==> src/rtl/core/fss_pkg.sv <==
package fss_pkg;

   localparam int unsigned SCORE_W = 11;
   localparam int unsigned QLEN_W  = 5;
   localparam int unsigned CSR_IDX_W = 2;
   localparam int unsigned CSR_DATA_W = 64;

   localparam logic [CSR_IDX_W-1:0] CSR_QUERY_LOW  = 2'd0;
   localparam logic [CSR_IDX_W-1:0] CSR_QUERY_HIGH = 2'd1;
   localparam logic [CSR_IDX_W-1:0] CSR_QUERY_LEN  = 2'd2;

   localparam int SCORE_MIN = -1024;
   localparam int SCORE_MAX = 1023;

   localparam int BONUS_START    = 50;
   localparam int BONUS_PREFIX   = 10;
   localparam int BONUS_BOUNDARY = 30;
   localparam int BONUS_CONSEC   = 20;
   localparam int MISS_PENALTY   = -1;

   localparam logic [7:0] CH_SPACE = 8'h20;
   localparam logic [7:0] CH_UNDER = 8'h5f;
   localparam logic [7:0] CH_DASH  = 8'h2d;
   localparam logic [7:0] CH_DOT   = 8'h2e;
   localparam logic [7:0] CH_SLASH = 8'h2f;

   typedef struct packed {
      logic                      too_long;
      logic signed [SCORE_W-1:0] score;
      logic                      found;
      logic                      end_of_target;
      logic [7:0]                position;
      logic                      match_here;
   } rsp_type;

   function automatic logic is_upper(input logic [7:0] c);
      is_upper = (c >= 8'h41) && (c <= 8'h5a);
   endfunction

   function automatic logic is_lower(input logic [7:0] c);
      is_lower = (c >= 8'h61) && (c <= 8'h7a);
   endfunction

   function automatic logic [7:0] fold_case(input logic [7:0] c);
      fold_case = is_upper(c) ? c + 8'd32 : c;
   endfunction

   function automatic logic is_separator(input logic [7:0] c);
      is_separator = (c == CH_SPACE) || (c == CH_UNDER) || (c == CH_DASH) ||
                     (c == CH_DOT) || (c == CH_SLASH);
   endfunction

endpackage

==> src/rtl/core/fuzzy_subsequence_scorer_top.sv <==
// Fuzzy subsequence scorer: streams one target string, one character per item, against a
// query of up to MAX_QUERY_LEN characters (case-insensitive for ASCII letters) and returns
// one result per item. The final item of a target (req_tlast) carries found, score and
// too_long. The block takes one item every cycle while req_tready is high: all matching
// and scoring for a character is one register-to-register pass, and a two-entry output
// buffer catches one result in its skid entry on a stall, holding req_tready low until it drains.
// Query registers must be written through the csr_ port between targets; nothing enforces it.
module fuzzy_subsequence_scorer_top #(
   parameter int unsigned MAX_QUERY_LEN  = 16,
   parameter int unsigned MAX_TARGET_LEN = 256
) (
   input  logic                               clock,
   input  logic                               reset,
   input  logic                               req_tvalid,
   output logic                               req_tready,
   input  logic [7:0]                         req_tdata,   // [7:0] target_char
   input  logic                               req_tuser,   // [0] no_char
   input  logic                               req_tlast,
   output logic                               rsp_tvalid,
   input  logic                               rsp_tready,
   output logic [23:0]                        rsp_tdata,   // [0] match_here, [8:1] position,
                                                           // [9] found, [20:10] score,
                                                           // [21] too_long, [23:22] zero
   output logic                               rsp_tlast,
   input  logic                               csr_wr_en,
   input  logic [fss_pkg::CSR_IDX_W-1:0]      csr_index,
   input  logic [fss_pkg::CSR_DATA_W-1:0]     csr_wr_data
);
   import fss_pkg::*;

   logic [63:0]        query_low_ff, query_low_in;
   logic [63:0]        query_high_ff, query_high_in;
   logic [QLEN_W-1:0]  query_len_ff, query_len_in;
   logic               accept;
   rsp_type            core_rsp, out_rsp;

   always_comb begin
      query_low_in  = query_low_ff;
      query_high_in = query_high_ff;
      query_len_in  = query_len_ff;
      if (csr_wr_en) begin
         case (csr_index)
            CSR_QUERY_LOW:  query_low_in  = csr_wr_data;
            CSR_QUERY_HIGH: query_high_in = csr_wr_data;
            CSR_QUERY_LEN:  query_len_in  = csr_wr_data[QLEN_W-1:0];
            default: ;
         endcase
      end
   end

   always_ff @(posedge clock) begin
      if (reset) begin
         query_low_ff  <= '0;
         query_high_ff <= '0;
         query_len_ff  <= '0;
      end else begin
         query_low_ff  <= query_low_in;
         query_high_ff <= query_high_in;
         query_len_ff  <= query_len_in;
      end
   end

   assign accept = req_tvalid && req_tready;

   fss_score_core #(
      .MAX_QUERY_LEN  (MAX_QUERY_LEN),
      .MAX_TARGET_LEN (MAX_TARGET_LEN)
   ) u_core (
      .clock          (clock),
      .reset          (reset),
      .accept         (accept),
      .target_char    (req_tdata),
      .no_char        (req_tuser),
      .last_of_target (req_tlast),
      .query_low      (query_low_ff),
      .query_high     (query_high_ff),
      .query_length   (query_len_ff),
      .result         (core_rsp)
   );

   fss_out_buf u_out (
      .clock     (clock),
      .reset     (reset),
      .in_valid  (accept),
      .in_ready  (req_tready),
      .in_data   (core_rsp),
      .out_valid (rsp_tvalid),
      .out_ready (rsp_tready),
      .out_data  (out_rsp)
   );

   assign rsp_tdata = {2'b00, out_rsp.too_long, out_rsp.score, out_rsp.found,
                       out_rsp.position, out_rsp.match_here};
   assign rsp_tlast = out_rsp.end_of_target;

endmodule

==> src/rtl/core/fss_score_core.sv <==
module fss_score_core #(
   parameter int unsigned MAX_QUERY_LEN  = 16,
   parameter int unsigned MAX_TARGET_LEN = 256
) (
   input  logic                          clock,
   input  logic                          reset,
   input  logic                          accept,
   input  logic [7:0]                    target_char,
   input  logic                          no_char,
   input  logic                          last_of_target,
   input  logic [63:0]                   query_low,
   input  logic [63:0]                   query_high,
   input  logic [fss_pkg::QLEN_W-1:0]    query_length,
   output fss_pkg::rsp_type              result
);
   import fss_pkg::*;

   localparam int unsigned IDX_W = $clog2(MAX_TARGET_LEN + 1);
   localparam int unsigned SUM_W = IDX_W + 4;
   localparam logic [QLEN_W-1:0] MAXQ = QLEN_W'(MAX_QUERY_LEN);
   localparam logic [IDX_W-1:0] MAXT = IDX_W'(MAX_TARGET_LEN);
   localparam logic signed [SUM_W-1:0] S_MIN = SUM_W'(SCORE_MIN);
   localparam logic signed [SUM_W-1:0] S_MAX = SUM_W'(SCORE_MAX);

   logic [QLEN_W-1:0]          query_pos_ff, query_pos_in;
   logic [IDX_W-1:0]           char_index_ff, char_index_in;
   logic [7:0]                 prev_char_ff, prev_char_in;
   logic                       prev_match_ff, prev_match_in;
   logic                       any_match_ff, any_match_in;
   logic signed [SCORE_W-1:0]  score_ff, score_in;
   logic                       overflow_ff, overflow_in;

   logic [QLEN_W-1:0]          act_len;
   logic [7:0]                 q_char;
   logic                       char_ok, active, hit, at_start, boundary;
   logic [IDX_W+1:0]           triple;
   logic signed [SUM_W-1:0]    delta, sum, sat;
   logic [QLEN_W-1:0]          qpos_upd;
   logic signed [SCORE_W-1:0]  score_upd;
   logic                       ovf_upd, fnd;

   assign act_len  = (query_length > MAXQ) ? MAXQ : query_length;
   assign q_char   = query_pos_ff[3] ? query_high[{query_pos_ff[2:0], 3'b000} +: 8]
                                     : query_low[{query_pos_ff[2:0], 3'b000} +: 8];
   assign char_ok  = !no_char && (char_index_ff < MAXT);
   assign active   = char_ok && (query_pos_ff < act_len);
   assign hit      = active && (fold_case(q_char) == fold_case(target_char));
   assign at_start = (char_index_ff == '0);
   assign boundary = is_separator(prev_char_ff) ||
                     (is_lower(prev_char_ff) && is_upper(target_char));
   assign triple   = {1'b0, char_index_ff, 1'b0} + {2'b00, char_index_ff};

   always_comb begin
      delta = '0;
      if (hit) begin
         if (at_start) begin
            delta = SUM_W'(BONUS_START);
         end else if (boundary) begin
            delta = SUM_W'(BONUS_BOUNDARY);
         end
         if (prev_match_ff) begin
            delta = delta + SUM_W'(BONUS_CONSEC);
         end else if (!any_match_ff && !at_start) begin
            delta = delta - $signed({2'b00, triple});
         end
         if (at_start && (query_pos_ff == '0)) begin
            delta = delta + SUM_W'(BONUS_PREFIX);
         end
      end else if (active && any_match_ff) begin
         delta = SUM_W'(MISS_PENALTY);
      end
      sum = SUM_W'(score_ff) + delta;
      if (sum < S_MIN) begin
         sat = S_MIN;
      end else if (sum > S_MAX) begin
         sat = S_MAX;
      end else begin
         sat = sum;
      end
   end

   assign score_upd = SCORE_W'(sat);
   assign qpos_upd  = hit ? query_pos_ff + 1'b1 : query_pos_ff;
   assign ovf_upd   = overflow_ff || (!no_char && (char_index_ff >= MAXT));
   assign fnd       = !ovf_upd && (qpos_upd >= act_len);

   always_comb begin
      result.match_here    = hit;
      result.position      = 8'(char_index_ff);
      result.end_of_target = last_of_target;
      result.found         = last_of_target && fnd;
      result.score         = (last_of_target && fnd) ? score_upd : '0;
      result.too_long      = last_of_target && ovf_upd;
   end

   always_comb begin
      query_pos_in  = query_pos_ff;
      char_index_in = char_index_ff;
      prev_char_in  = prev_char_ff;
      prev_match_in = prev_match_ff;
      any_match_in  = any_match_ff;
      score_in      = score_ff;
      overflow_in   = overflow_ff;
      if (accept) begin
         if (last_of_target) begin
            query_pos_in  = '0;
            char_index_in = '0;
            prev_char_in  = '0;
            prev_match_in = 1'b0;
            any_match_in  = 1'b0;
            score_in      = '0;
            overflow_in   = 1'b0;
         end else begin
            overflow_in  = ovf_upd;
            query_pos_in = qpos_upd;
            if (active) begin
               score_in      = score_upd;
               prev_match_in = hit;
               any_match_in  = any_match_ff || hit;
            end
            if (char_ok) begin
               prev_char_in  = target_char;
               char_index_in = char_index_ff + 1'b1;
            end
         end
      end
   end

   always_ff @(posedge clock) begin
      if (reset) begin
         query_pos_ff  <= '0;
         char_index_ff <= '0;
         prev_char_ff  <= '0;
         prev_match_ff <= 1'b0;
         any_match_ff  <= 1'b0;
         score_ff      <= '0;
         overflow_ff   <= 1'b0;
      end else begin
         query_pos_ff  <= query_pos_in;
         char_index_ff <= char_index_in;
         prev_char_ff  <= prev_char_in;
         prev_match_ff <= prev_match_in;
         any_match_ff  <= any_match_in;
         score_ff      <= score_in;
         overflow_ff   <= overflow_in;
      end
   end

endmodule

==> src/rtl/core/fss_out_buf.sv <==
module fss_out_buf (
   input  logic             clock,
   input  logic             reset,
   input  logic             in_valid,
   output logic             in_ready,
   input  fss_pkg::rsp_type in_data,
   output logic             out_valid,
   input  logic             out_ready,
   output fss_pkg::rsp_type out_data
);
   import fss_pkg::*;

   logic    main_valid_ff, main_valid_in;
   logic    skid_valid_ff, skid_valid_in;
   rsp_type main_data_ff, main_data_in;
   rsp_type skid_data_ff, skid_data_in;
   logic    take;

   assign take      = main_valid_ff && out_ready;
   assign in_ready  = !skid_valid_ff;
   assign out_valid = main_valid_ff;
   assign out_data  = main_data_ff;

   always_comb begin
      main_valid_in = main_valid_ff;
      skid_valid_in = skid_valid_ff;
      main_data_in  = main_data_ff;
      skid_data_in  = skid_data_ff;
      if (take) begin
         if (skid_valid_ff) begin
            main_data_in  = skid_data_ff;
            skid_valid_in = 1'b0;
         end else if (in_valid) begin
            main_data_in = in_data;
         end else begin
            main_valid_in = 1'b0;
         end
      end else if (in_valid) begin
         if (!main_valid_ff) begin
            main_data_in  = in_data;
            main_valid_in = 1'b1;
         end else begin
            skid_data_in  = in_data;
            skid_valid_in = 1'b1;
         end
      end
   end

   always_ff @(posedge clock) begin
      if (reset) begin
         main_valid_ff <= 1'b0;
         skid_valid_ff <= 1'b0;
      end else begin
         main_valid_ff <= main_valid_in;
         skid_valid_ff <= skid_valid_in;
      end
      main_data_ff <= main_data_in;
      skid_data_ff <= skid_data_in;
   end

endmodule
==> config.mk <==
export PLATFORM = sky130hd
export DESIGN_NAME = fuzzy_subsequence_scorer_top
export DESIGN_NICKNAME = d
export VERILOG_FILES = /design/src/rtl/core/fss_pkg.sv /design/src/rtl/core/fuzzy_subsequence_scorer_top.sv /design/src/rtl/core/fss_score_core.sv /design/src/rtl/core/fss_out_buf.sv
export SDC_FILE = /design/constraint.sdc
export NUM_CORES = 1
export LEC_CHECK = 0
export ABC_CLOCK_PERIOD_IN_PS = 19300
export CAP_MARGIN = 5
export CORE_UTILIZATION = 40
export DETAILED_ROUTE_END_ITERATION = 12
export DONT_BUFFER_PORTS = 1
export PLACE_DENSITY = 0.51
export SYNTH_ARGS = -nofsm -noshare
export SYNTH_HDL_FRONTEND = slang
export SYNTH_SLANG_ARGS = --single-unit
==> constraint.sdc <==
create_clock -name clock -period 19.3 [get_ports clock]
set_input_delay 0.965 -clock clock [delete_from_list [all_inputs] [get_ports clock]]
set_output_delay 0.965 -clock clock [all_outputs]
set_load 0.005 [all_outputs]
# Word level (Yosys, flattened, before mapping)
# Index checks and enable logic that the tools add are counted.
[totals]
word_cells = 143
output_inout_bits = 27
input_bits = 81
ff_bits = 217
[classes]
eq_ne = 11
order_cmp = 13
muxes = 38
n_addsub = 9
shift = 2
n_reduce_logical = 45
n_bitwise = 1
[ops]
columns = ["op", "n"]
rows = [
  ["64-bit by 7-bit variable part select with 8-bit output", 2],
  ["23-bit 2-to-1 mux", 5],
  ["13-bit 2-to-1 mux", 8],
  ["11-bit 2-to-1 mux", 5],
  ["8-bit 2-to-1 mux", 5],
  ["8-bit by 6-bit == test with 1-bit output (second input constant)", 4],
  ["8-bit by 7-bit >= comparator with 1-bit output (second input constant)", 3],
  ["8-bit by 7-bit less-or-equal comparator with 1-bit output (second input constant)", 3],
  ["5-bit 2-to-1 mux", 4],
  ["9-bit 2-to-1 mux", 2],
  ["8-bit by 6-bit adder with 8-bit output (second input constant)", 2],
  ["1-bit logical AND", 16],
  ["11-bit by 13-bit adder with 13-bit output", 1],
  ["13-bit by 5-bit adder with 13-bit output (second input constant)", 1],
  ["13-bit by 6-bit adder with 13-bit output (second input constant)", 1],
  ["13-bit by 11-bit greater-than comparator with 1-bit output (second input constant)", 1],
  ["13-bit by 11-bit < comparator with 1-bit output (second input constant)", 1],
  ["13-bit by 12-bit subtractor with 13-bit output", 1],
  ["2-bit AND reduction", 6],
  ["10-bit by 9-bit adder with 11-bit output", 1],
  ["9-bit by 1-bit adder with 9-bit output (second input constant)", 1],
  ["9-bit >= comparator (second input constant)", 1],
  ["9-bit zero test", 1],
  ["9-bit < comparator (second input constant)", 1],
  ["18 further kinds", 43],
]

# Longest topological paths before layout
# Gate-level depths: netlist of run 1.
[depth]
word_depth = 24
mapped_depth = 33
ltp_nobuf = 27

# Modules after synthesis
# Synthesis of run 1 repeated with hierarchy kept, for this count alone.
[unflattened]
hier_cells = 1192
hier_area_um2 = 12418.2
[modules_own_cells]
columns = ["mod", "instances", "area_per_inst_um2", "seq_area_each_um2", "cells_each"]
rows = [
  ["fuzzy_subsequence_scorer_top", 1, 5466.5, 2662.6, 508],
  ["fss_score_core", 1, 5106.1, 720.7, 600],
  ["fss_out_buf", 1, 1845.5, 1421.4, 84],
]

# Worst setup path after synthesis of run 1
# OpenSTA, ideal clock, no wires.
[synth_path]
kind = "reg2reg"
start = "reg u_core.query_pos_ff[0]"
end = "reg u_out.skid_data_ff[11] in the netlist's numbering, data pin"
setup_time_ps = 269
required_ps = 19031
arrival_ps = 6465
period_less_slack_ps = 6735
path_buffers = 4
slack_ps = 12565
stages_incl_launch_ff = 28
cell_sequence = "dfxtp_1 clkbuf_1 mux4_2 a2bb2oi_1 a22o_1 or4_1 o221a_1 or4b_1 a311oi_4 clkbuf_1 clkbuf_1 o22ai_1 ha_1 inv_1 fa_1 nor2b_1 o21ai_0 a21boi_0 o21ai_0 a21boi_0 o21ai_0 nand2b_1 a21oi_1 xnor2_1 xor2_2 o21ai_2 buf_2 o32ai_1"
[synth_lines]
columns = ["item", "line", "rtl"]
rows = [
  ["start, declared", "fss_score_core.sv:25", "logic [QLEN_W-1:0] query_pos_ff, query_pos_in;"],
  ["start signal, assigned", "fss_score_core.sv:139", "query_pos_ff <= query_pos_in;"],
  ["end signal, assigned", "fss_out_buf.sv:58", "skid_data_ff <= skid_data_in;"],
  ["end, declared", "fss_out_buf.sv:16", "rsp_type skid_data_ff, skid_data_in;"],
]

==> results of run 1 <==
## metal layers
| layer | vias to the layer above | track usage, % |
|---|---|---|
| li1 | 4331 | - |
| met1 | 4110 | 27.4 |
| met2 | 176 | 36.2 |
| met3 | 40 | 3.48 |
| met4 | 0 | 5.22 |
| met5 | - | 0 |
## kinds of logic after synthesis
| logic type | share of synthesized area [%] |
|---|---|
| and+or+nand+nor | 17.8 |
| buffers and inverters | 4.25 |
| xor gates and xnor gates | 3.32 |
| adders and majority gates | 5.54 |
| muxes | 7.90 |
| other | 0.0340 |
| AOI/OAI and AO/OA | 17.6 |
| DFF | 43.6 |
## area by class of cell
type / count / area, µm² / area share [%]
clock buffers: 39 / 728 / 6.06
inverters: 40 / 150 / 1.25
well taps: 341 / 427 / 3.55
clock inverters: 7 / 62.6 / 0.520
flip-flops and latches: 217 / 4810 / 40.0
repair buffers: 10 / 75.1 / 0.624
multi-input cells: 936 / 5770 / 48.0
## power by group
part	total, mW	switching (mW)	internal (mW)
clock network	0.458	0.186	0.271
logic	0.0547	0.0343	0.0204
registers	0.486	0.00813	0.478
total	0.998	0.229	0.770
## state kept, by name, indices dropped and copies added, names as in the netlist, 5 cells and up
register / count
query_low_ff: 64
query_len_ff: 5
query_high_ff: 64
u_out.out_data: 23
u_out.skid_data_ff: 23
u_core.query_pos_ff: 5
u_core.score_ff: 11
u_core.char_index_ff: 9
u_core.prev_char_ff: 8
## layout by cell type, fill, tap and decap left out, types with 9 or more instances in the layout
cell	n
xnor2_1	31
clkbuf_16	25
nor2_1	68
dfxtp_1	169
and2_1	9
o21ai_1	15
clkbuf_1	9
o21ai_0	32
inv_1	39
a21o_1	25
nor2b_1	11
mux2i_1	27
edfxtp_1	46
mux4_2	24
buf_4	10
nand2_1	319
a21oi_1	163
nand3_1	9
o21a_1	10
xor2_1	9
a22oi_1	13
ha_1	44
nor3_1	9
## worst min-delay path by stage
| stage | cells after the start | end | from | slack [ns] |
|---|---|---|---|---|
| floorplan | 2 | u_core.score_ff[2] | u_core.score_ff[2] | 0.43 |
| global placement | 2 | query_high_ff[8] | query_high_ff[8] | 0.44 |
| detailed placement | 2 | query_low_ff[3] | query_low_ff[3] | 0.44 |
| CTS | 2 | query_high_ff[56] | query_high_ff[56] | 0.45 |
| global route | 2 | query_low_ff[41] | query_low_ff[41] | 0.47 |
| finish | 2 | query_high_ff[14] | query_high_ff[14] | 0.45 |
## worst reg2reg max path, cell delays in order (launching register included)
cell and delay (ns):
dfxtp_2 0.94, mux4_2 0.61, mux4_2 0.51, or4_1 0.51, o221a_1 0.25, or4b_1 0.58
a311oi_4 0.90, nand2_1 0.28, o22ai_1 0.21, ha_1 0.21, inv_1 0.06, fa_1 0.37
nor2b_1 0.18, o21ai_0 0.13, a21boi_0 0.26, o21ai_0 0.14, a21boi_0 0.21, o21ai_0 0.22
nand2b_1 0.13, a21oi_1 0.08, xnor2_1 0.20, xnor2_1 0.96, o22a_1 0.34, o21ai_1 0.07
==> metrics.md, run 1 <==
| Metric | Value |
|---|---|
| CTS tree | `yes` |
| Synthesis Warnings | `0` |
| Layout cells sized above 1 | `about 7.3%` |
| Nets@finish | `1357` |
| Remaining global-route overflow | `0` |
| Clock sinks | `around 220` |
| Clock root buffer | `clkbuf_16` |
| Fin util | `44.5%` |
| Total Wirelength | `about 30000 µm` |
| Synth top area share | `31.0%` |
| Vias per cell | `5.44` |
| Max layer used | `met4` |
| Design Area, Final | `12000 µm²` |
| Synth cell count leaders | `nand2_1, dfxtp_1, a21oi_1` |
| Initial drt markers | `roughly 560` |
| Core area | `27000 µm²` |
| Netlist cell types | `70` |
| Number of buffer and inverter instances along the worst setup path | `1` |
| Slew Viols, Final | `0` |
| RD Place Congestion | `0.869` |
| CP required | `roughly 20 ns` |
| Stages on the worst setup path | `23` |
| Post-route DRC | `0` |
| Area Growth Syn to Fin | `9.00%` |
| Reg2Reg Depth | `23` |
| H-tree Lvls | `1` |
| EDFF count, synth | `46` |
| Yosys reg bits | `about 220` |
| DRT antenna net count | `0` |
| Fin crit period | `8.60 ns` |
| Final setup fails | `0` |
| Pre-CTS setup slack | `10.74 ns` |
| Row count | `60` |
| Max rail drop VDD | `0.0000578 V` |
| Max_cap viols | `0` |
| Clk buf depth | `3` |
| CP Class | `flop to flop` |
| Cells after Synth | `1270` |
| RSZ-0062 raised after global routing | `false` |
| Worst slew pin tran | `1.18 ns` |
| Critical Path Fanout Max | `29` |
| Clock latency on the worst-skew pair | `0.54 ns` |
| Fillers | `2672` |
| Starting Density | `40.8%` |
| Cell total after placement | `1544` |
| Antenna violations before repair | `0` |
| I/O pin count | `108` |
| CP endpoint | `u_out.out_data[15]` |
| DP HPWL | `around 20000 µm` |
| Critical path arrival | `8.84 ns` |
| Post-route non-filler standard cell count | `1590` |
| Reg2reg start | `u_core.query_pos_ff[1]` |
| Fmax | `about 120 MHz` |
| Critical path endpoint category | `flop` |
| Ys flop type | `dfxtp_1` |
| Cell family with most CP delay | `compound AO/OA/AOI/OAI gates` |
| Synth area leaders | `dfxtp_1, edfxtp_1, nand2_1` |
| Largest net degree at the start of global routing | `156` |
| Crit. Startpoint | `u_core.query_pos_ff[1]` |
| Crit path cell chain | `mux4_2 > mux4_2 > or4_1 > o221a_1 > or4b_1 > a311oi_4 > nand2_1 > o22ai_1 > ha_1 > inv_1 > fa_1 > nor2b_1 > o21ai_0 > a21boi_0 > o21ai_0 > a21boi_0 > o21ai_0 > nand2b_1 > a21oi_1 > xnor2_1 > xnor2_1 > o22a_1 > o21ai_1` |
| IO Port Bufs | `0` |
| Cts bufs inserted | `25` |
| Placed Area | `11200 µm²` |
| Reg2reg setup slack | `10.70 ns` |
| Synth area leader | `dfxtp_1` |
| Worst hold slack | `~0.45 ns` |
| Chip height | `168 µm` |
| Resized Gates After CTS | `0` |
| Via Count | `8657` |
| Setup ws final | `10.70 ns` |
| Met2 wire length | `around 14000 µm` |
| Pleak | `4.37 nW` |
| Hold Path Class | `flop to flop` |
| Detailed-router iteration count before antenna repair | `5` |
| Chip width | `168 µm` |
| Setup TNS | `0 ns` |
| Crit-path slowest cell | `xnor2_1` |
| PwrDens | `roughly 83 nW/µm²` |
| R2R Path End | `u_out.out_data[15]` |
| Final Hold Fails | `0` |
| Async S/R FF share, synth | `0%` |
| Clock slew at reported path FFs | `0.06 ns` |
| Crit-path most repeated cell | `o21ai_0` |
| Die area | `28200 µm²` |
| Setup bufs post-CTS | `0` |
| DRT met1 WL | `13200 µm` |
| Total power | `998 µW` |
| Drt wl/cell | `18.6 µm` |
| Worst Setup Start Kind | `flop` |
| Normalized max-slew margin | `20.7%` |
| Syn Area/Cell | `about 8.7 µm²` |
| Status | `finished clean` |
| Sequential area share after synthesis | `43.6%` |
| Clock Skew | `0.0215 ns` |
| First-pass GRT wire length | `roughly 47000 µm` |
| Total track usage | `21.0%` |
| Hold buffer count at CTS | `0` |
| ANT cells | `0` |
| Most frequent cell after synthesis | `nand2_1` |
| CP peak stage delay | `0.96 ns` |
| Wire length on met3 | `about 1400 µm` |
| Final cycle utilization of the critical path | `44.5%` |
| Number of global-route vias before repair | `8451` |
| Cell Area, Synth | `about 11000 µm²` |
Note: power is estimated with default switching activity, not from simulation.
==> run 2, diff against run 1 <==
Settings changed: ABC_AREA set to 1, ABC_CLOCK_PERIOD_IN_PS 19300 to 7900, PLACE_DENSITY 0.51 to 0.53.
Clock period 19.3 ns to 7.9 ns, I/O delays scaled along.
==> metrics.md, run 2 <==
| Metric | Value |
|---|---|
| Cells after Synth | `1679` |
| Vias per cell | `4.95` |
| Crit-path most repeated cell | `nand2_1` |
| Number of global-route vias before repair | `9872` |
| Fillers | `2974` |
| Sequential area share after synthesis | `about two fifths` |
| Largest registers | `query_high_ff x64, query_low_ff x64` |
| Starting Density | `40.9%` |
| Max_cap viols | `0` |
| ANT cells | `0` |
| Layout cells sized above 1 | `5.17%` |
| Ys flop type | `dfxtp_1` |
| Post-route DRC | `0` |
| GR Layer Usage met2 | `about a third` |
| M3 GR Usage | `3.29%` |
| Fmax | `about 170 MHz` |
| Most frequent cell after synthesis | `nand2_1` |
| Reg2Reg Depth | `33` |
| Max rail drop VDD | `roughly 0.00014 V` |
| Row count | `between 60 and 70` |
| Final setup fails | `0` |
| M1 GR Usage | `26.3%` |
| Critical path endpoint category | `flop` |
| Chip height | `173 µm` |
| IO Port Bufs | `0` |
| Synth area leaders | `dfxtp_1, edfxtp_1, nand2_1` |
| Synth cell count leaders | `nand2_1, nor2_1, inv_1` |
| Crit-path slowest cell | `buf_4` |
| Critical path arrival | `6.17 ns` |
| RSZ-0062 raised after global routing | `false` |
| Total track usage | `20.3%` |
| RD Place Congestion | `0.851` |
| Largest net degree at the start of global routing | `slightly above 100` |
| Worst slew pin tran | `0.959 ns` |
| CP peak stage delay | `slightly below 0.7 ns` |
| Critical Path Fanout Max | `92` |
| Resized Gates After CTS | `0` |
| H-tree Lvls | `1` |
| Clock sinks | `217` |
| Hold Path Class | `input pin to flop` |
| Most common cell after layout, fill and taps aside | `nand2_1` |
| Chip width | `173 µm` |
| Normalized max-slew margin | `36.1%` |
| Pleak | `approximately 5.6 nW` |
| Total Wirelength | `30500 µm` |
| Async S/R FF share, synth | `0%` |
| Initial drt markers | `513` |
| Synthesis Warnings | `0` |
| Netlist cell types | `47` |
| Busiest layer in global routing | `met2` |
| Cts bufs inserted | `26` |
| Die area | `30100 µm²` |
| Via Count | `10229` |
| Setup TNS | `0 ns` |
| Synth top area share | `29.1%` |
| Fin crit period | `5.88 ns` |
| Drt wl/cell | `approximately 15 µm` |
| Total power | `2.57 mW` |
| Clock latency on the worst-skew pair | `0.54 ns` |
| Hold path depth | `2` |
| Status | `finished clean` |
| I/O pin count | `between 100 and 150` |
| Syn Area/Cell | `approximately 7 µm²` |
| Remaining global-route overflow | `0` |
| Final Hold Fails | `0` |
| DP HPWL | `20600 µm` |
| Detailed-router iteration count before antenna repair | `5` |
| CTS tree | `yes` |
| Clk buf depth | `3` |
| Antenna violations before repair | `0` |
| Nets@finish | `1792` |
| DRT antenna net count | `0` |
| First-pass GRT wire length | `50300 µm` |
| Cell Area, Synth | `11800 µm²` |
| Core area | `28800 µm²` |
| Clock root buffer | `clkbuf_16` |
| Clock slew at reported path FFs | `about 0.06 ns` |
| EDFF count, synth | `46` |
| Yosys reg bits | `217` |
| Area Growth Syn to Fin | `11.2%` |
| Final cycle utilization of the critical path | `74.4%` |
| PwrDens | `197 nW/µm²` |
| Synth area leader | `dfxtp_1` |
| Worst Setup Start Kind | `flop` |
| Slew Viols, Final | `0` |
| CP required | `8.19 ns` |
| CP Class | `flop to flop` |
| Most frequent cells in the layout | `nand2_1, nor2_1, inv_1, o21ai_0, dfxtp_1` |
| Clock Skew | `approximately 0.016 ns` |
==> run 2: changes by cell type after synthesis, moves of 14 or more <==
cell	delta
nor2_1	+157
xnor2_1	-24
inv_1	+167
o21ai_0	+156
a21o_1	-24
a21oi_1	-25
nand4_1	+14
mux2i_1	-27
nand2_1	+20
nand3_1	+108
nand2_2	+14
mux4_2	-24
==> run 2: kinds of logic after synthesis <==
logic type / synth area share (%)
AO/OA/AOI/OAI: 15.6
XOR/XNOR: 1.94
adder cells (fa/ha/maj): 5.02
buffers and inverters: 10.2
flip-flops: 40.8
other: 0.0319
AND/OR/NAND/NOR: 26.4
==> run 2: where the power goes <==
part | switching (mW) | internal (mW) | leakage (nW) | total (mW)
Sequential | 0.0181 | 1.18 | 1.86 | 1.20
Combinational | 0.134 | 0.0670 | 3.30 | 0.201
Clock | 0.475 | 0.700 | 0.411 | 1.18
==> run 2: path summary, 6_finish.rpt <==
path         slack (ns)                  end                    from
min                0.02  u_out.skid_valid_ff              req_tvalid
min reg2reg        0.45      query_len_ff[3]         query_len_ff[3]
max reg2reg        2.02   u_out.out_data[13]  u_core.query_pos_ff[3]
max                2.02   u_out.out_data[13]  u_core.query_pos_ff[3]
==> run 2: layout make-up <==
type / count / area, µm² / share of cell area, %
multi-input combinational: 1168 / 5800 / 44.3
inverter: 212 / 797 / 6.09
timing repair buffer: 40 / 368 / 2.81
tap: 384 / 480 / 3.67
sequential: 217 / 4810 / 36.7
clock buffer: 39 / 769 / 5.88
clock inverter: 6 / 68.8 / 0.526
==> run 2: per-layer routing <==
metal  vias to the layer above  wire, µm
li1                       5385         -
met1                      4628     14100
met2                       167     14400
met3                        49      1290
met4                         0       737
met5                         -         0
==> run 2: per-stage QoR <==
step / cells / utilization (%) / hold slack [ns] / cell area [µm²] / setup slack, ns
after global placement: 1994 / 41.6 / 0.437 / 12000 / 2.13
after global routing: 2066 / 45.5 / 0.0187 / 13100 / 1.34
after detailed placement: 1994 / 41.6 / 0.445 / 12000 / 1.99
after CTS: 2066 / 45.5 / 0.00105 / 13100 / 1.97
after floorplan: 1680 / - / 0.424 / 11800 / 3.18
final: 2066 / 45.5 / 0.0171 / 13100 / 2.02
==> run 2: timing repair <==
action / 4_1_cts / 5_1_grt
hold buffers: 27 / 0
endpoints found under the setup margin: 0 / 0
buffers inserted: 0 / 0
hold endpoints to repair: 35 / 0
==> run 2: worst max-delay path: cells and delay by family (launching register included) <==
kind                     cells  cell delay, ns
buffers and inverters        6            1.40
adder cells (fa/ha/maj)      2            0.74
AND/OR/NAND/NOR             19            1.97
XOR/XNOR                     1            0.24
AO/OA/AOI/OAI                5            0.85
flip-flops                   1            0.33
